===== config.mk =====
export PLATFORM = sky130hd
export DESIGN_NAME = rkc_ram
export DESIGN_NICKNAME = d
export VERILOG_FILES = /design/src/rkc_ram.sv
export SDC_FILE = /design/constraint.sdc
export NUM_CORES = 1
export LEC_CHECK = 0
export ABC_AREA = 1
export CORE_MARGIN = 1
export CORE_UTILIZATION = 25
export CTS_CLUSTER_SIZE = 14
export DETAILED_ROUTE_END_ITERATION = 6
export DONT_BUFFER_PORTS = 1
export PLACE_DENSITY = 0.5
export SYNTH_ARGS = -nofsm -noshare
export SYNTH_HDL_FRONTEND = slang
export SYNTH_SLANG_ARGS = --single-unit

===== constraint.sdc =====
create_clock -name clk -period 1.5 [get_ports clk]
set_input_delay 0.225 -clock clk [delete_from_list [all_inputs] [get_ports clk]]
set_output_delay 0.225 -clock clk [all_outputs]
set_load 0.01 [all_outputs]

===== src/rkc_ram.sv =====
// generic simple dual port ram with registered read
`timescale 1ns / 1ps
module rkc_ram #(
  parameter int WIDTH = 8,
  parameter int DEPTH = 16
) (
  input  logic                     clk,
  input  logic                     we,
  input  logic [$clog2(DEPTH)-1:0] waddr,
  input  logic [WIDTH-1:0]         wdata,
  input  logic [$clog2(DEPTH)-1:0] raddr,
  output logic [WIDTH-1:0]         rdata
);

  logic [WIDTH-1:0] mem [DEPTH];

  // write port
  always_ff @(posedge clk) begin
    if (we) begin
      mem[waddr] <= wdata;
    end
  end

  // registered read port
  always_ff @(posedge clk) begin
    rdata <= mem[raddr];
  end

endmodule


==> results by group <==
Power and ir drop
  • Logic pwr share: 0.050
  • Sequential power share: 0.510
  • Psw: roughly 1.8 mW
  • Net Sw Frac: 0.213
  • Leak: 2.84 nW
  • VDD IR-drop max: approximately 0.00063 V
  • Power Internal: around 6.6 mW
  • Clock Power Share: 0.440
  • PD cells: 1240 nW/µm²

Placed design
  • Placed cells: between 800 and 900
  • Hpwl dp: 8.11 mm
  • Placed cell areas: 6160 µm²
  • IO buf count: 0
  • Final GP Congestion: a little over 0.7

Worst setup path
  • Crit path max-delay cell type: dlygate4sd3_1
  • CP peak stage delay: approximately 1.0 ns
  • Startpoint types: primary input
  • Critical path class: in -> reg
  • Critical path's top delay family: buffers and inverters
  • Buf/Inv on CP: 1
  • Worst-path cell chain: dlygate4sd3_1
  • Critical path fanouts, max: 16
  • Worst Path Arrival: approximately 1.3 ns
  • Worst Path Required: 1.60 ns
  • Crit end category: flop

Routing
  • Met2 Routed Length: roughly 6.2 mm
  • Routed WL: roughly 13 mm
  • Metal-1 WL: approximately 6.2 mm
  • Met3 Wirelength: between 600 and 700 µm
  • DR WL/cell: between 15 and 20 µm
  • Max layer used: met4
  • Via count: about 3600
  • Antenna-violating nets left: 0
  • DRC viols: 0
  • Pre-antenna DRT Iters: 4
  • Iteration-0 DRC count of the detailed router: around 180
  • Post-DR vias/cell: about 4.1

Timing
  • RSZ-0062 raised after global routing: no
  • Final critical-path share of the clock period: 0.778
  • Fmax: roughly 860 MHz
  • Actual slew at the worst max-slew pin: roughly 0.77 ns
  • Min Clock Period, post-route: around 1.2 ns
  • # setup viols final: 0
  • Fin. max-slew vios: 0
  • Final Hold Vio Count: 0
  • Max transition margin: 0.486
  • Worst clock skew: 0.00674 ns
  • Sum Neg Setup Slack: 0 ns

Floorplan
  • Die area: between 20000 and 25000 µm²
  • Die Wd: roughly 150 µm
  • Core box area: approximately 23000 µm²
  • Die Ht: approximately 150 µm
  • Initial core utilization: 0.255
  • IO Count: 26
  • Rows: 55

Clocking
  • Clock Latency Late Sink: ~0.41 ns
  • CTS H-tree depth: 4
  • CTS buffer count: 17
  • CTS sink cnt: around 140
  • Clock root cell: clkbuf_16
  • CTS max path bufs: 2
  • Reg clk slew, reported paths: ~0.050 ns
  • Setup Buffers After CTS: 0
  • CTS tree: done

Finish
  • Post-route cell area: 6770 µm²
  • Nets@finish: just under 600
  • Non-filler instance count after layout: approximately 900
  • Multi-input logic area: about 1200 µm²
  • Register area: 4000 µm²
  • Most frequent cells in the layout: 173 x nand2_1, 128 x edfxtp_1, 100 x inv_1, 97 x nand3_1, 19 x buf_4
  • Most common cell after layout, fill and taps aside: nand2_1
  • Filler Cells Inserted: about 2300
  • Share of layout cells above drive strength 1: 0.0864
  • Area grow syn2layout: 17.4%
  • Ant diodes: 0

Yosys
  • Syn Area/Cell: around 10 µm²
  • Syn Nets: roughly 570
  • Area leader, netlist: edfxtp_1
  • Distinct cells, synth: 12
  • Synthesized cell area: 5770 µm²
  • Post-Synthesis Cells: between 500 and 600
  • Top cell type's share of synthesized area: 0.667
  • Ranking of synthesized cells by area: edfxtp_1 67%, nand2_1 11%, nand3_1 8.4%, inv_1 6.5%, dfxtp_1 2.8%
  • #FFs+latches synth: approximately 140
  • Sequential-to-total area share from yosys stat: 0.694
  • Synth Warn #: 0

GRT
  • Vias in the first global route: about 3600
  • Initial antenna violation count: 0
  • First-pass GRT wire length: 20.6 mm
  • Total gr overflow: 0
  • Tot GR Track Use: 0.118
  • Largest net degree at the start of global routing: 66

Run
  • Max Cap Viol: 0

Status
  • Run status: completed

Min path
  • Worst Hold Class: in -> reg
worst paths after layout:
check | startpoint | end | slack (ns) | cells after the start
setup / recovery | wdata[5] | mem[4][5] | 0.33 | 1
hold / removal | raddr[3] | rdata[4] | 0.02 | 2
setup reg to reg | mem[9][1] | rdata[1] | 0.51 | 6
hold reg to reg | mem[2][3] | rdata[3] | 0.66 | 6
per-layer routing:
layer | GRT usage | vias to the layer above
met2 | 0.189 | 81
met3 | 0.0324 | 11
li1 | - | 1821
met5 | 0 | -
met1 | 0.152 | 1697
met4 | 0.0400 | 0
registers in the layout (all words and copies together) (netlist names):
name   cells
rdata      8
mem      128
synth_stat cells:
| master | instances |
|---|---|
| buf_4 | 4 |
| edfxtp_1 | 128 |
| dfxtp_1 | 8 |
| nand3_1 | 97 |
| inv_2 | 2 |
| buf_1 | 1 |
| nor2_1 | 17 |
| buf_2 | 13 |
| buf_6 | 6 |
| nand2_1 | 173 |
| inv_1 | 100 |
| nand3b_1 | 2 |
cells by family after synthesis:
kind of cell,share of synthesized area
AND/OR/NAND/NOR,0.210
flip-flops,0.694
buffers and inverters,0.0952
through the flow:
step	setup WS, ns	total power, mW	util	hold slack, ns
CTS	0.346	8.50	0.299	0.0159
global route	0.330	8.72	0.299	0.0146
floorplan	0.324	4.66	-	0.324
finish	0.333	8.43	0.299	0.0176
global placement	0.352	4.73	0.272	0.325
detailed placement	0.351	4.73	0.272	0.325
power by group through the flow:
stage	clock network, mW	registers, mW	logic, mW
final	3.70	4.30	0.421
after global routing	3.94	4.31	0.480
after CTS	3.77	4.30	0.430
after detailed placement	0	4.38	0.350
after global placement	0	4.38	0.350
after floorplan	0	4.36	0.300
area by class of cell:
type                       instances  share of cell area
sequential                       136               0.591
clock buffer                      20              0.0645
multi-input combinational        289               0.179
timing repair buffer              31              0.0432
inverter                         102              0.0565
tap                              285              0.0527
clock inverter                    12              0.0126
worst reg2reg max path, cell delays in order, from the launching register on:
cell	delay, ns
edfxtp_1	0.35
inv_1	0.06
nand2_1	0.05
nand3_1	0.08
nand3_1	0.09
nand3_1	0.16
nand2_1	0.09
repair_timing:
item,4_1_cts,5_1_grt
resized for setup,0,0
hold buffers,9,0
hold endpoints to repair,133,0
Note: power is estimated with default switching activity, not from simulation.
